## src/sv/spmc_pkg.sv

```systemverilog
`timescale 1ns / 1ps
// ----------------------------------------------------------------------------
// spmc_pkg: shared types and constants for the supercap power-mode controller
// Field widths, mode and sequencer codes, register indexes and the
// reciprocal constants used for the constant divisions.
// ----------------------------------------------------------------------------
package spmc_pkg;

   // Payload and register widths.
   localparam int VOLT_W      = 16;
   localparam int ERR_W       = 8;
   localparam int PIN_W       = 9;
   localparam int POUT_W      = 10;
   localparam int MODE_W      = 3;
   localparam int THR_W       = 15;
   localparam int BONUS_W     = 8;
   localparam int BOOST_W     = 10;
   localparam int CSR_IDX_W   = 3;
   localparam int CSR_DATA_W  = 15;

   // Shared multiplier geometry.
   localparam int MUL_A_W     = 18;
   localparam int MUL_B_W     = 25;
   localparam int MUL_P_W     = MUL_A_W + MUL_B_W;
   localparam int RECIP_SHIFT = 27;
   localparam int QUOT_W      = 10;

   // ceil(2^27 / 5) and ceil(2^27 / 400): exact floor division over the
   // operand ranges that reach the multiplier.
   localparam logic [MUL_B_W-1:0] RECIP_DIV5   = 25'd26843546;
   localparam logic [MUL_B_W-1:0] RECIP_DIV400 = 25'd335545;

   // Register indexes.
   localparam logic [CSR_IDX_W-1:0] CSR_FULL_THR  = 3'd0;
   localparam logic [CSR_IDX_W-1:0] CSR_WEAK_THR  = 3'd1;
   localparam logic [CSR_IDX_W-1:0] CSR_LOW_THR   = 3'd2;
   localparam logic [CSR_IDX_W-1:0] CSR_EMPTY_THR = 3'd3;
   localparam logic [CSR_IDX_W-1:0] CSR_BONUS     = 3'd4;
   localparam logic [CSR_IDX_W-1:0] CSR_BOOST     = 3'd5;

   // Register reset values.
   localparam logic [THR_W-1:0]   FULL_THR_RST  = 15'd18000;
   localparam logic [THR_W-1:0]   WEAK_THR_RST  = 15'd12000;
   localparam logic [THR_W-1:0]   LOW_THR_RST   = 15'd10000;
   localparam logic [THR_W-1:0]   EMPTY_THR_RST = 15'd8000;
   localparam logic [BONUS_W-1:0] BONUS_RST     = 8'd20;
   localparam logic [BOOST_W-1:0] BOOST_RST     = 10'd200;

   // Request opcodes.
   localparam logic OP_FEEDBACK = 1'b0;
   localparam logic OP_CONTROL  = 1'b1;

   typedef enum logic [MODE_W-1:0] {
      MODE_SAFETY  = 3'd0,
      MODE_FORCED  = 3'd1,
      MODE_CHARGE  = 3'd2,
      MODE_PASSIVE = 3'd3,
      MODE_ACTIVE  = 3'd4
   } spmc_mode_type;

   typedef enum logic [2:0] {
      S_IDLE,
      S_DECIDE,
      S_SQUARE,
      S_DIV5,
      S_DIV400,
      S_FINISH
   } spmc_state_type;

   typedef struct packed {
      logic [THR_W-1:0]   full_thr;
      logic [THR_W-1:0]   weak_thr;
      logic [THR_W-1:0]   low_thr;
      logic [THR_W-1:0]   empty_thr;
      logic [BONUS_W-1:0] bonus;
      logic [BOOST_W-1:0] boost;
   } spmc_cfg_type;

   typedef struct packed {
      logic signed [VOLT_W-1:0] voltage;
      logic [ERR_W-1:0]         error;
   } spmc_fb_type;

   typedef struct packed {
      logic             valid;
      logic             opcode;
      logic             boost;
      logic [PIN_W-1:0] chassis_w;
   } spmc_beat_type;

   typedef struct packed {
      logic               en;
      logic [MUL_A_W-1:0] a;
      logic [MUL_B_W-1:0] b;
   } spmc_mul_req_type;

endpackage

```

## src/sv/spmc_if.sv

```systemverilog
`timescale 1ns / 1ps
// ----------------------------------------------------------------------------
// spmc_if: request and response channels of the power-mode controller
// Valid/ready channels; a beat moves on a clock edge with both high.
// ----------------------------------------------------------------------------
interface spmc_req_if;
   import spmc_pkg::*;

   logic                     valid;
   logic                     ready;
   logic                     opcode;
   logic signed [VOLT_W-1:0] cap_voltage_mv;
   logic [ERR_W-1:0]         error_code;
   logic                     boost_request;
   logic [PIN_W-1:0]         power_limit_w;

   modport source (
      output valid, opcode, cap_voltage_mv, error_code, boost_request, power_limit_w,
      input  ready
   );
   modport sink (
      input  valid, opcode, cap_voltage_mv, error_code, boost_request, power_limit_w,
      output ready
   );
endinterface

interface spmc_rsp_if;
   import spmc_pkg::*;

   logic              valid;
   logic              ready;
   logic [MODE_W-1:0] mode;
   logic [POUT_W-1:0] max_power_w;

   modport source (
      output valid, mode, max_power_w,
      input  ready
   );
   modport sink (
      input  valid, mode, max_power_w,
      output ready
   );
endinterface

```

## src/sv/spmc_mul.sv

```systemverilog
`timescale 1ns / 1ps
// ----------------------------------------------------------------------------
// spmc_mul: shared multiplier
// One registered 18 x 25 multiplier, used for the squaring and for the
// reciprocal multiplications that replace the constant divisions.
// ----------------------------------------------------------------------------
module spmc_mul
   import spmc_pkg::*;
(
   input  logic                 clock,
   input  spmc_mul_req_type     mul_req,
   output logic [MUL_P_W-1:0]   product
);

   logic [MUL_P_W-1:0] product_ff;
   logic [MUL_P_W-1:0] product_in;

   // Product of the operands offered this cycle.
   assign product_in = MUL_P_W'(mul_req.a) * MUL_P_W'(mul_req.b);

   // The product only advances when the sequencer issues an operation.
   always_ff @(posedge clock) begin
      if (mul_req.en) begin
         product_ff <= product_in;
      end
   end

   assign product = product_ff;

endmodule

```

## src/sv/spmc_seq.sv

```systemverilog
`timescale 1ns / 1ps
// ----------------------------------------------------------------------------
// spmc_seq: mode sequencer
// Steps the five-mode machine on each control beat, drives the shared
// multiplier for the power formulas and holds the response register.
// ----------------------------------------------------------------------------
module spmc_seq
   import spmc_pkg::*;
(
   input  logic                 clock,
   input  logic                 reset,
   input  spmc_cfg_type         cfg,
   input  spmc_fb_type          fb,
   input  spmc_beat_type        req,
   output logic                 req_ready,
   input  logic                 rsp_ready,
   output logic                 rsp_valid,
   output spmc_mode_type        rsp_mode,
   output logic [POUT_W-1:0]    rsp_power,
   output spmc_mul_req_type     mul_req,
   input  logic [MUL_P_W-1:0]   mul_product
);

   spmc_state_type    state_ff, state_in;
   spmc_mode_type     mode_ff, mode_in, mode_next;
   logic [PIN_W-1:0]  p_ff, p_in;
   logic              boost_ff, boost_in;
   logic              rsp_valid_ff, rsp_valid_in;
   spmc_mode_type     rsp_mode_ff, rsp_mode_in;
   logic [POUT_W-1:0] rsp_power_ff, rsp_power_in;

   logic              accept;
   logic              load;
   logic              v_below_weak, v_below_low, v_below_empty, v_above_full;
   logic [QUOT_W-1:0] quotient;
   logic [POUT_W-1:0] p_ext;
   logic [POUT_W-1:0] power;

   assign accept = req.valid && req_ready;
   assign load   = (state_ff == S_FINISH) && (!rsp_valid_ff || rsp_ready);

   // Threshold compares against the stored voltage; a negative voltage is
   // below every threshold.
   assign v_below_weak  = fb.voltage < $signed({1'b0, cfg.weak_thr});
   assign v_below_low   = fb.voltage < $signed({1'b0, cfg.low_thr});
   assign v_below_empty = fb.voltage < $signed({1'b0, cfg.empty_thr});
   assign v_above_full  = fb.voltage > $signed({1'b0, cfg.full_thr});

   // Mode transition; a stored fault forces safety.
   always_comb begin
      mode_next = MODE_SAFETY;
      if (fb.error == '0) begin
         case (mode_ff)
            MODE_FORCED: begin
               if (v_below_empty)     mode_next = MODE_SAFETY;
               else if (v_above_full) mode_next = MODE_PASSIVE;
               else                   mode_next = MODE_FORCED;
            end
            MODE_CHARGE: begin
               if (v_below_low)       mode_next = MODE_FORCED;
               else if (v_above_full) mode_next = MODE_PASSIVE;
               else                   mode_next = MODE_CHARGE;
            end
            MODE_PASSIVE: begin
               if (boost_ff)          mode_next = MODE_ACTIVE;
               else if (v_below_weak) mode_next = MODE_CHARGE;
               else if (!v_above_full) mode_next = MODE_SAFETY;
               else                   mode_next = MODE_PASSIVE;
            end
            MODE_ACTIVE: begin
               if (v_below_weak)      mode_next = MODE_CHARGE;
               else if (!boost_ff)    mode_next = MODE_PASSIVE;
               else                   mode_next = MODE_ACTIVE;
            end
            default: begin
               if (boost_ff)          mode_next = MODE_ACTIVE;
               else if (v_above_full) mode_next = MODE_PASSIVE;
               else                   mode_next = MODE_SAFETY;
            end
         endcase
      end
   end

   // Power allowed in the registered mode; forced and charging modes use the last multiplier result.
   assign quotient = mul_product[RECIP_SHIFT +: QUOT_W];
   assign p_ext    = POUT_W'(p_ff);

   always_comb begin
      case (mode_ff)
         MODE_FORCED:  power = quotient;
         MODE_CHARGE:  power = (quotient >= p_ext) ? '0 : p_ext - quotient;
         MODE_PASSIVE: power = v_above_full ? p_ext + POUT_W'(cfg.bonus) : p_ext;
         MODE_ACTIVE:  power = cfg.boost;
         default:      power = p_ext;
      endcase
   end

   // Next state.
   always_comb begin
      state_in = state_ff;
      unique case (state_ff)
         S_IDLE: begin
            if (accept && (req.opcode == OP_CONTROL)) state_in = S_DECIDE;
         end
         S_DECIDE: begin
            if (mode_next == MODE_FORCED)      state_in = S_DIV5;
            else if (mode_next == MODE_CHARGE) state_in = S_SQUARE;
            else                               state_in = S_FINISH;
         end
         S_SQUARE: state_in = S_DIV400;
         S_DIV5:   state_in = S_FINISH;
         S_DIV400: state_in = S_FINISH;
         S_FINISH: begin
            if (load) state_in = S_IDLE;
         end
         default:  state_in = S_IDLE;
      endcase
   end

   // State outputs: request ready and multiplier operands.
   always_comb begin
      req_ready = 1'b0;
      mul_req   = '0;
      unique case (state_ff)
         S_IDLE: req_ready = 1'b1;
         S_SQUARE: begin
            mul_req.en = 1'b1;
            mul_req.a  = MUL_A_W'(p_ff);
            mul_req.b  = MUL_B_W'(p_ff);
         end
         S_DIV5: begin
            mul_req.en = 1'b1;
            mul_req.a  = MUL_A_W'({p_ff, 1'b0});
            mul_req.b  = RECIP_DIV5;
         end
         S_DIV400: begin
            mul_req.en = 1'b1;
            mul_req.a  = mul_product[MUL_A_W-1:0];
            mul_req.b  = RECIP_DIV400;
         end
         default: begin
            req_ready = 1'b0;
         end
      endcase
   end

   // Datapath next values.
   always_comb begin
      p_in         = accept ? req.chassis_w : p_ff;
      boost_in     = accept ? req.boost : boost_ff;
      mode_in      = (state_ff == S_DECIDE) ? mode_next : mode_ff;
      rsp_mode_in  = load ? mode_ff : rsp_mode_ff;
      rsp_power_in = load ? power : rsp_power_ff;
      if (load)           rsp_valid_in = 1'b1;
      else if (rsp_ready) rsp_valid_in = 1'b0;
      else                rsp_valid_in = rsp_valid_ff;
   end

   // Control registers.
   always_ff @(posedge clock) begin
      if (reset) begin
         state_ff     <= S_IDLE;
         mode_ff      <= MODE_SAFETY;
         rsp_valid_ff <= 1'b0;
      end else begin
         state_ff     <= state_in;
         mode_ff      <= mode_in;
         rsp_valid_ff <= rsp_valid_in;
      end
   end

   // Payload registers.
   always_ff @(posedge clock) begin
      p_ff         <= p_in;
      boost_ff     <= boost_in;
      rsp_mode_ff  <= rsp_mode_in;
      rsp_power_ff <= rsp_power_in;
   end

   assign rsp_valid = rsp_valid_ff;
   assign rsp_mode  = rsp_mode_ff;
   assign rsp_power = rsp_power_ff;

   // A beat is only taken while the sequencer is idle.
   a_accept_idle: assert property (@(posedge clock) disable iff (reset)
      accept |-> (state_ff == S_IDLE))
      else $error("request beat taken outside idle");

   // A control beat always starts the mode decision.
   a_control_decides: assert property (@(posedge clock) disable iff (reset)
      (accept && (req.opcode == OP_CONTROL)) |=> (state_ff == S_DECIDE))
      else $error("control beat did not start a decision");

   // A response is only loaded from the finish step.
   a_rsp_from_finish: assert property (@(posedge clock) disable iff (reset)
      $rose(rsp_valid_ff) |-> $past(state_ff == S_FINISH))
      else $error("response loaded outside finish");

   // In forced charging, floor(2p/5) never exceeds p.
   a_forced_bound: assert property (@(posedge clock) disable iff (reset)
      ((state_ff == S_FINISH) && (mode_ff == MODE_FORCED)) |-> (quotient <= p_ext))
      else $error("forced-charging power above limit");

endmodule

```

## src/sv/supercap_power_mode_controller.sv

```systemverilog
`timescale 1ns / 1ps
// ----------------------------------------------------------------------------
// supercap_power_mode_controller: supercapacitor power-mode controller
// Stores capacitor feedback, steps the five-mode machine on control beats
// and returns the mode with the chassis power allowed in it.
// ----------------------------------------------------------------------------
// A feedback beat (opcode 0) stores the capacitor voltage and error byte
// and returns nothing. A control beat (opcode 1) steps the sequencer from
// idle through decide, then any multiplier steps, then finish, where the
// response register loads, and back to idle, where the next beat can be
// taken; safety, passive and active mode need no multiplier step.
// The extra steps are passes through the single shared multiplier (one for
// floor(2p/5), two for the square and floor(p*p/400)). The request side is
// ready only while the sequencer is idle; a finished response waits in its
// output register, so new beats are taken while it is pending, and a second
// control beat holds in its last step until that register is free.
// Thresholds and allowances are written through the csr port; the user
// writes them only while the block is idle; the block does not enforce it.
// ----------------------------------------------------------------------------
module supercap_power_mode_controller
   import spmc_pkg::*;
(
   input  logic                   clock,
   input  logic                   reset,
   spmc_req_if.sink               req_chan,
   spmc_rsp_if.source             rsp_chan,
   input  logic                   csr_wr_en,
   input  logic [CSR_IDX_W-1:0]   csr_index,
   input  logic [CSR_DATA_W-1:0]  csr_wdata
);

   spmc_cfg_type     cfg_ff, cfg_in;
   spmc_fb_type      fb_ff, fb_in;
   spmc_beat_type    beat;
   spmc_mul_req_type mul_req;
   spmc_mode_type    rsp_mode;
   logic [MUL_P_W-1:0] mul_product;
   logic             req_ready;
   logic             accept;

   assign accept = req_chan.valid && req_ready;

   // Configuration register writes; unknown indexes are dropped.
   always_comb begin
      cfg_in = cfg_ff;
      if (csr_wr_en) begin
         unique case (csr_index)
            CSR_FULL_THR:  cfg_in.full_thr  = csr_wdata[THR_W-1:0];
            CSR_WEAK_THR:  cfg_in.weak_thr  = csr_wdata[THR_W-1:0];
            CSR_LOW_THR:   cfg_in.low_thr   = csr_wdata[THR_W-1:0];
            CSR_EMPTY_THR: cfg_in.empty_thr = csr_wdata[THR_W-1:0];
            CSR_BONUS:     cfg_in.bonus     = csr_wdata[BONUS_W-1:0];
            CSR_BOOST:     cfg_in.boost     = csr_wdata[BOOST_W-1:0];
            default:       cfg_in = cfg_ff;
         endcase
      end
   end

   // Feedback beats replace the stored voltage and error.
   always_comb begin
      fb_in = fb_ff;
      if (accept && (req_chan.opcode == OP_FEEDBACK)) begin
         fb_in.voltage = req_chan.cap_voltage_mv;
         fb_in.error   = req_chan.error_code;
      end
   end

   always_ff @(posedge clock) begin
      if (reset) begin
         cfg_ff.full_thr  <= FULL_THR_RST;
         cfg_ff.weak_thr  <= WEAK_THR_RST;
         cfg_ff.low_thr   <= LOW_THR_RST;
         cfg_ff.empty_thr <= EMPTY_THR_RST;
         cfg_ff.bonus     <= BONUS_RST;
         cfg_ff.boost     <= BOOST_RST;
         fb_ff            <= '0;
      end else begin
         cfg_ff <= cfg_in;
         fb_ff  <= fb_in;
      end
   end

   // Request beat seen by the sequencer.
   assign beat.valid     = req_chan.valid;
   assign beat.opcode    = req_chan.opcode;
   assign beat.boost     = req_chan.boost_request;
   assign beat.chassis_w = req_chan.power_limit_w;

   assign req_chan.ready = req_ready;

   spmc_seq u_seq (
      .clock       (clock),
      .reset       (reset),
      .cfg         (cfg_ff),
      .fb          (fb_ff),
      .req         (beat),
      .req_ready   (req_ready),
      .rsp_ready   (rsp_chan.ready),
      .rsp_valid   (rsp_chan.valid),
      .rsp_mode    (rsp_mode),
      .rsp_power   (rsp_chan.max_power_w),
      .mul_req     (mul_req),
      .mul_product (mul_product)
   );

   spmc_mul u_mul (
      .clock   (clock),
      .mul_req (mul_req),
      .product (mul_product)
   );

   assign rsp_chan.mode = rsp_mode;

endmodule
```

## src/flat_wrapper.sv

```systemverilog
// flat-port wrapper written by rule: the top's interface ports become plain ports
module supercap_power_mode_controller_flat import spmc_pkg::*;
  (clock, reset, csr_wr_en, csr_index, csr_wdata, req_chan_valid, req_chan_opcode, req_chan_cap_voltage_mv, req_chan_error_code, req_chan_boost_request, req_chan_power_limit_w, req_chan_ready, rsp_chan_valid, rsp_chan_mode, rsp_chan_max_power_w, rsp_chan_ready);
  spmc_req_if req_chan_i ();
  spmc_rsp_if rsp_chan_i ();
  input  logic clock;
  input  logic reset;
  input  logic csr_wr_en;
  input  logic [CSR_IDX_W-1:0] csr_index;
  input  logic [CSR_DATA_W-1:0] csr_wdata;
  input wire logic [$bits(req_chan_i.valid)-1:0] req_chan_valid;
  input wire logic [$bits(req_chan_i.opcode)-1:0] req_chan_opcode;
  input wire logic [$bits(req_chan_i.cap_voltage_mv)-1:0] req_chan_cap_voltage_mv;
  input wire logic [$bits(req_chan_i.error_code)-1:0] req_chan_error_code;
  input wire logic [$bits(req_chan_i.boost_request)-1:0] req_chan_boost_request;
  input wire logic [$bits(req_chan_i.power_limit_w)-1:0] req_chan_power_limit_w;
  output wire logic [$bits(req_chan_i.ready)-1:0] req_chan_ready;
  output wire logic [$bits(rsp_chan_i.valid)-1:0] rsp_chan_valid;
  output wire logic [$bits(rsp_chan_i.mode)-1:0] rsp_chan_mode;
  output wire logic [$bits(rsp_chan_i.max_power_w)-1:0] rsp_chan_max_power_w;
  input wire logic [$bits(rsp_chan_i.ready)-1:0] rsp_chan_ready;
  assign req_chan_i.valid = req_chan_valid;
  assign req_chan_i.opcode = req_chan_opcode;
  assign req_chan_i.cap_voltage_mv = req_chan_cap_voltage_mv;
  assign req_chan_i.error_code = req_chan_error_code;
  assign req_chan_i.boost_request = req_chan_boost_request;
  assign req_chan_i.power_limit_w = req_chan_power_limit_w;
  assign req_chan_ready = req_chan_i.ready;
  assign rsp_chan_valid = rsp_chan_i.valid;
  assign rsp_chan_mode = rsp_chan_i.mode;
  assign rsp_chan_max_power_w = rsp_chan_i.max_power_w;
  assign rsp_chan_i.ready = rsp_chan_ready;
  supercap_power_mode_controller u_core (.clock(clock), .reset(reset), .req_chan(req_chan_i), .rsp_chan(rsp_chan_i), .csr_wr_en(csr_wr_en), .csr_index(csr_index), .csr_wdata(csr_wdata));
endmodule
```

## config.mk

```make
export PLATFORM = sky130hd
export DESIGN_NAME = supercap_power_mode_controller_flat
export DESIGN_NICKNAME = d
export VERILOG_FILES = /design/src/sv/spmc_pkg.sv /design/src/sv/spmc_if.sv /design/src/sv/spmc_mul.sv /design/src/sv/spmc_seq.sv /design/src/sv/supercap_power_mode_controller.sv /design/src/flat_wrapper.sv
export SDC_FILE = /design/constraint.sdc
export NUM_CORES = 1
export LEC_CHECK = 0
export BUFFER_PORTS_ARGS = -buffer_cell sky130_fd_sc_hd__buf_2
export CORE_ASPECT_RATIO = 1.5
export CORE_MARGIN = 4
export CORE_UTILIZATION = 65
export CTS_CLUSTER_SIZE = 10
export DETAILED_ROUTE_END_ITERATION = 10
export PLACE_DENSITY = 0.93
export SYNTH_ARGS = -nofsm -noshare
export SYNTH_HDL_FRONTEND = slang
export SYNTH_SLANG_ARGS = --single-unit
```

## constraint.sdc

```tcl
create_clock -name clock -period 11.4 [get_ports clock]
set_input_delay 0.57 -clock clock [delete_from_list [all_inputs] [get_ports clock]]
set_output_delay 0.57 -clock clock [all_outputs]
set_load 0.1 [all_outputs]
```

==> run metrics, run 1 <==
internal power=about 2.1 mW; CTS H-tree depth=4; largest cells by area after synthesis=fa_1 (29%), ha_1 (15%), dfxtp_1 (12%), inv_1 (10%), edfxtp_1 (8.1%); Via density=approximately 5.6; root cell of the clock tree=clkbuf_16; die height=216 um; vias in the first global route=approximately 16,000; CTS Hold Bufs=0; post-cts sizing count=0; Post-CTS Setup Inserts=0; WS Path Type=register to register; Logic pwr share=0.666; Mapped Cells=around 2,100; PortBufs=between 70 and 80; Final Max Tran Viols=0; Synth Register Bits=160; Netlist cell types=71; Synth async-reset ratio=0; core box area=between 20,000 and 30,000 sq um; worst-margin pin slew=1.11 ns; final hold slack=between 0.2 and 0.3 ns; MaxCap Viol Count=0; WP data arrival=around 8.8 ns; final number of hold-violating endpoints=0; Worst setup EP type=register; clock tree skew after final layout=0.0150 ns; Initial Util=0.657; IO Count=73; largest net degree at the start of global routing=about 110; maximum vdd drop=~0.36 mV; die area=about 32,000 sq um; Num CTS Buffers=17; first-pass GRT wire length=81,900 um; outcome=finished clean; HP Class=input pin to register; Synth top area share=0.288; Final min period=8.62 ns; share of layout cells above drive strength 1=0.0587; Starting DRT DRC Count=1,010; RePlAce Congestion=about 1; ANT cells=0; Sink Count=between 150 and 200; Area Overhead vs Synth=8.07%; crit start category=register; Fill cells=~2,100; initial antenna violation count=2; main flop type after synthesis=dfxtp_1; DR WL/cell=roughly 19 um; switching portion of total power=0.480; fmax=approximately 120 MHz; Clock transition at path regs=roughly 0.070 ns; final worst setup slack=2.78 ns; dpl hpwl=41,900 um; CTS tree=yes; mean post-synth cell area=just under 9 sq um; Leak Pwr=a little over 10 nW; Setup TNS=0 ns; Routed Antenna Nets=0; vias post-DR=about 15,000; Total Routing Usage GR=0.331; Setup violations, final=0; synthesized area=between 15,000 and 20,000 sq um; Seq pwr share=0.187; total grt overflow=0; Die W=roughly 150 um; P_sw=approximately 1.9 mW; sequential fraction of the synthesis area=0.198; FP Rows=76; Post-Place Setup Slack=slightly below 3 ns; leading area contributor after synthesis=fa_1; WP data required=11.58 ns; DR DRC count=0; Routed WL=50,200 um; RSZ-0062 raised after global routing=false; part of the cycle the worst path needs=0.757; Worst slew margin=0.260; yosys warns=0; Post-synth EDFFs=a little over 50; Clock power frac=0.146; clk_lat worst skew=~0.45 ns; 1st-pass router iterations=7; Clock Path Buffers=2; PD cells=195 nW/um^2; Final #Nets=~2,800; worst-path fanout max=30
[layout make-up]
| type | count | area, sq um | share of cell area |
|---|---|---|---|
| Timing Repair Buffer | 77 | 400 | 0.0197 |
| Sequential cell | 160 | 3710 | 0.183 |
| Clock buffer | 18 | 439 | 0.0216 |
| Multi-Input combinational cell | 1460 | 13200 | 0.651 |
| Inverter | 502 | 1880 | 0.0927 |
| Tap cell | 390 | 488 | 0.0240 |
| Clock inverter | 14 | 159 | 0.00782 |
[power by group through the flow]
stage                     Clock (mW)  Combinational [mW]  Sequential [mW]
after floorplan                    0                1.93            0.734
after global placement             0                2.44            0.751
after detailed placement           0                2.59            0.753
after CTS                      0.583                2.62            0.741
after global routing           0.607                2.99            0.745
final                          0.579                2.64            0.742
[per-layer routing]
layer,vias up,track usage,part of all wire,wire length [um]
li1,6775,-,-,-
met1,7212,0.353,0.33,16800
met2,609,0.599,0.53,26400
met3,209,0.0460,0.057,2850
met4,2,0.231,0.083,4170
met5,-,0,0.00026,13
[critical path, cell delays in order, from the launching register on]
cell	delay, ns
dfxtp_1	0.92
nor2_2	0.07
buf_4	0.27
nand2_1	0.17
inv_1	0.11
nor2_1	0.21
inv_1	0.15
nor2_1	0.51
nor2_1	0.15
fa_1	0.56
inv_1	0.05
fa_1	0.47
fa_1	0.51
fa_1	0.54
inv_1	0.05
fa_1	0.49
inv_1	0.06
fa_1	0.49
inv_1	0.05
ha_1	0.33
a21o_1	0.21
a211oi_2	0.31
a21oi_1	0.12
o211a_1	0.25
o211ai_1	0.69
a21oi_1	0.28
mux2i_1	0.21
o2111ai_1	0.12
[Yosys cell counts (10+ instances only)]
cell / instances
o21ai_0: 40
a21oi_1: 161
xor2_1: 12
and3_1: 13
inv_1: 502
nand3b_1: 12
nand2_1: 254
ha_1: 223
nor2_1: 136
a211o_1: 20
fa_1: 270
a21o_1: 29
xnor2_1: 23
nor3_1: 11
o21a_1: 10
nand2b_1: 14
clkbuf_1: 49
and2_1: 19
nor2b_1: 13
nand3_1: 14
dfxtp_1: 109
edfxtp_1: 51
[layout by cell type, fill, tap and decap left out, types with 4 or more instances in the layout]
cell type  synthesis  routed
o21bai_1           7       7
ha_1             223     223
o22a_1             4       4
a21oi_1          161     161
o21a_1            10      10
o2111ai_1          4       4
o22ai_1            6       6
a31oi_1            6       6
inv_1            502     502
nand2_1          254     254
a211oi_1           7       7
nand3_1           14      14
dfxtp_1          109     109
a211o_1           20      20
xnor2_1           23      23
buf_2              4      71
nand3b_1          12      12
clkbuf_16          0      17
and2_1            19      19
nor2_1           136     135
mux2i_1            4       4
fa_1             270     270
and3_1            13      13
nor3_1            11      11
nor2b_1           13      12
nand2b_1          14      14
edfxtp_1          51      51
a21o_1            29      29
o211ai_1           8       8
o21ai_0           40      40
xor2_1            12      12
conb_1             2      64
or2_2              9       9
o21ai_1            9       9
nand4_1            9       9
buf_4              0       6
[kinds of logic (layout without fill, tap and decap cells)]
family / count (synthesis) / after routing / synth area share
AND/OR/NAND/NOR: 521 / 521 / 0.123
buffers and inverters: 556 / 611 / 0.111
other: 2 / 64 / 0.000399
XOR/XNOR: 35 / 35 / 0.0163
AO/OA/AOI/OAI: 342 / 342 / 0.112
adder cells (fa/ha/maj): 493 / 493 / 0.436
flip-flops: 160 / 160 / 0.198
multiplexers: 5 / 5 / 0.00273
[per-stage QoR]
step | power [mW] | utilization | instances | area (sq um)
CTS | 3.94 | 0.710 | 2621 | 20300
floorplan | 2.67 | - | 2176 | 19000
finish | 3.96 | 0.710 | 2621 | 20300
detailed placement | 3.35 | 0.689 | 2589 | 19700
global route | 4.34 | 0.710 | 2621 | 20300
global placement | 3.19 | 0.689 | 2589 | 19700
[state kept, by name, indices dropped and copies added, names as in the netlist]
signal / flops
u_core.u_seq.rsp_valid: 1
u_core.u_seq.state_ff: 3
u_core.u_seq.rsp_power: 10
u_core.cfg_ff: 78
u_core.u_seq.mode_ff: 3
u_core.u_seq.p_ff: 9
u_core.u_mul.product: 28
u_core.u_seq.boost_ff: 1
u_core.u_seq.rsp_mode: 3
u_core.fb_ff: 24
[path summary, 6_finish.rpt]
| kind | startpoint | endpoint | slack, ns | cells after the start |
|---|---|---|---|---|
| setup reg to reg | u_core.u_seq.state_ff[0]$_SDFFE_PP0P_ | u_core.u_mul.product[31]$_DFFE_PN_ | 2.78 | 27 |
| setup / recovery | u_core.u_seq.state_ff[0]$_SDFFE_PP0P_ | u_core.u_mul.product[31]$_DFFE_PN_ | 2.78 | 27 |
| hold reg to reg | u_core.cfg_ff[18]$_SDFFE_PP0P_ | u_core.cfg_ff[18]$_SDFFE_PP0P_ | 0.45 | 2 |
| hold / removal | req_chan_power_limit_w[8] | u_core.u_seq.p_ff[8]$_DFFE_PP_ | 0.29 | 1 |
Note: power is estimated with default switching activity, not from simulation.
==> inputs of run 2 (changes only) <==
- CORE_UTILIZATION: 65 -> 58
- PLACE_DENSITY: 0.93 -> 0.88
- clock period: 11.4 -> 7 ns (I/O delays scaled with it)
==> run metrics, run 2 (synthesis results as in run 1) <==
ANT cells=0 (unchanged); final hold slack=0.111 ns (was 0.294 ns); Routed Antenna Nets=0 (unchanged); WP data required=7.21 ns (was 11.58 ns); placed insts=2,677 (was 2,589); initial antenna violation count=0 (was 2); die height=229 um (was 216 um); clk_lat worst skew=0.46 ns (was 0.45 ns); Total Routing Usage GR=0.286 (was 0.331); most frequent cells in the layout=inv_1 (500), fa_1 (269), nand2_1 (250) (was inv_1 (502), fa_1 (270), nand2_1 (254)); first-pass GRT wire length=79,800 um (was 81,900 um); max FFs per register=78 (unchanged); Clock Path Buffers=2 (unchanged); WP data arrival=7.06 ns (was 8.80 ns); Initial Util=0.589 (was 0.657); Post-Place Setup Slack=-0.0849 ns (was 2.95 ns); IO Count=73 (unchanged); Final Max Tran Viols=0 (unchanged); fmax=146 MHz (was 116 MHz); crit start category=register (unchanged); RePlAce Congestion=0.927 (was 0.992); Setup violations, final=0 (unchanged); worst-path fanout max=6 (was 30); Final min period=6.86 ns (was 8.62 ns); part of the cycle the worst path needs=0.980 (was 0.757); FP Rows=80 (was 76); Worst slew margin=0.183 (was 0.260); Worst setup EP type=register (unchanged); DR DRC count=0 (unchanged); dpl hpwl=41,200 um (was 41,900 um); Sink Count=160 (unchanged); Leak Pwr=10.7 nW (was 10.3 nW); Via density=5.53 (was 5.65); CTS tree=yes (unchanged); vias in the first global route=16,103 (was 16,263); Layout Cells excl Fill=2,709 (was 2,621); total grt overflow=0 (unchanged); DR WL/cell=18.2 um (was 19.2 um); core box area=31,900 sq um (was 28,600 sq um); final number of hold-violating endpoints=0 (unchanged); commonest non-fill, non-tap cell in the layout=inv_1 (unchanged); Setup TNS=0 ns (unchanged); Clock transition at path regs=0.07 ns (about the same); Fill cells=2,422 (was 2,086); vias post-DR=14,979 (was 14,807); 1st-pass router iterations=5 (was 7); Area Overhead vs Synth=11.6% (was 8.07%); root cell of the clock tree=clkbuf_16 (unchanged); final worst setup slack=0.141 ns (was 2.78 ns); share of layout cells above drive strength 1=0.0983 (was 0.0587); outcome=finished clean (unchanged); Num CTS Buffers=17 (unchanged); clock tree skew after final layout=0.0150 ns (about the same); Routed WL=49,400 um (was 50,200 um); Die W=155 um (was 147 um); maximum vdd drop=0.307 mV (was 0.356 mV); Final #Nets=2,837 (was 2,769); WS Path Type=register to register (unchanged); die area=35,400 sq um (was 31,800 sq um); Starting DRT DRC Count=1,047 (was 1,010); worst-margin pin slew=1.22 ns (was 1.11 ns); MaxCap Viol Count=0 (unchanged); CTS H-tree depth=4 (unchanged); PD cells=319 nW/um^2 (was 195 nW/um^2); largest net degree at the start of global routing=112 (unchanged); PortBufs=72 (unchanged); Reg with most FFs=u_core.cfg_ff (unchanged); HP Class=input pin to register (unchanged)
[run 2: timing repair]
item                       in CTS  in global routing
resized for setup               2                 32
pin swaps                       1                 10
setup buffers                   0                  0
setup endpoints to repair       3                 10
hold buffers                    0                  0
[run 2: power by group]
group	internal, mW	total, mW	switching [mW]
registers	1.13	1.19	0.0681
clock network	0.491	0.963	0.472
logic	1.87	4.53	2.66
total	3.48	6.69	3.20
[run 2: area by class of cell]
class,instances,area [sq um],share of cell area
clock buffer,18,439,0.0209
inverter,502,1880,0.0898
tap,410,513,0.0244
timing repair buffer,145,918,0.0438
multi-input combinational,1460,13400,0.636
clock inverter,14,166,0.00793
sequential,160,3710,0.177
[run 2: path summary, 6_finish.rpt]
check,slack [ns],to,cells past startpoint,start
max,0.14,u_core.u_mul.product[32]$_DFFE_PN_,27,u_core.u_seq.state_ff[1]$_SDFFE_PP0P_
min reg2reg,0.46,u_core.fb_ff[4]$_SDFFE_PP0P_,2,u_core.fb_ff[4]$_SDFFE_PP0P_
max reg2reg,0.14,u_core.u_mul.product[32]$_DFFE_PN_,27,u_core.u_seq.state_ff[1]$_SDFFE_PP0P_
min,0.11,u_core.u_seq.p_ff[6]$_DFFE_PP_,1,req_chan_power_limit_w[6]
[run 2: per-layer routing]
layer | GRT usage | vias up | share of wire
met5 | 0 | - | 0
met4 | 0.176 | 0 | 0.071
met3 | 0.0367 | 197 | 0.054
met2 | 0.517 | 562 | 0.53
met1 | 0.312 | 7313 | 0.35
li1 | - | 6907 | -
[run 2: per-stage QoR]
stage,instance area (sq um),util,power [mW]
floorplan,19100,-,4.34
global placement,20300,0.635,5.28
detailed placement,20300,0.635,5.56
CTS,20900,0.654,6.56
global route,21000,0.657,7.30
finish,21000,0.657,6.69
[run 2: worst max-delay path, cell delays in order (launching register included)]
cell      delay [ns]
dfxtp_1         0.36
nor2b_2         0.23
buf_4           0.16
nand2_1         0.08
a21oi_1         0.25
nor2_2          0.08
buf_4           0.16
nor2_1          0.15
fa_1            0.44
inv_1           0.10
fa_1            0.42
fa_1            0.40
inv_1           0.09
fa_1            0.46
fa_1            0.57
inv_1           0.06
fa_1            0.48
inv_1           0.06
ha_4            0.23
a21o_1          0.19
a211oi_2        0.28
nand2_1         0.12
o21ai_2         0.19
o21bai_4        0.11
a311o_1         0.43
and2_4          0.20
a211oi_2        0.22
xnor2_1         0.08
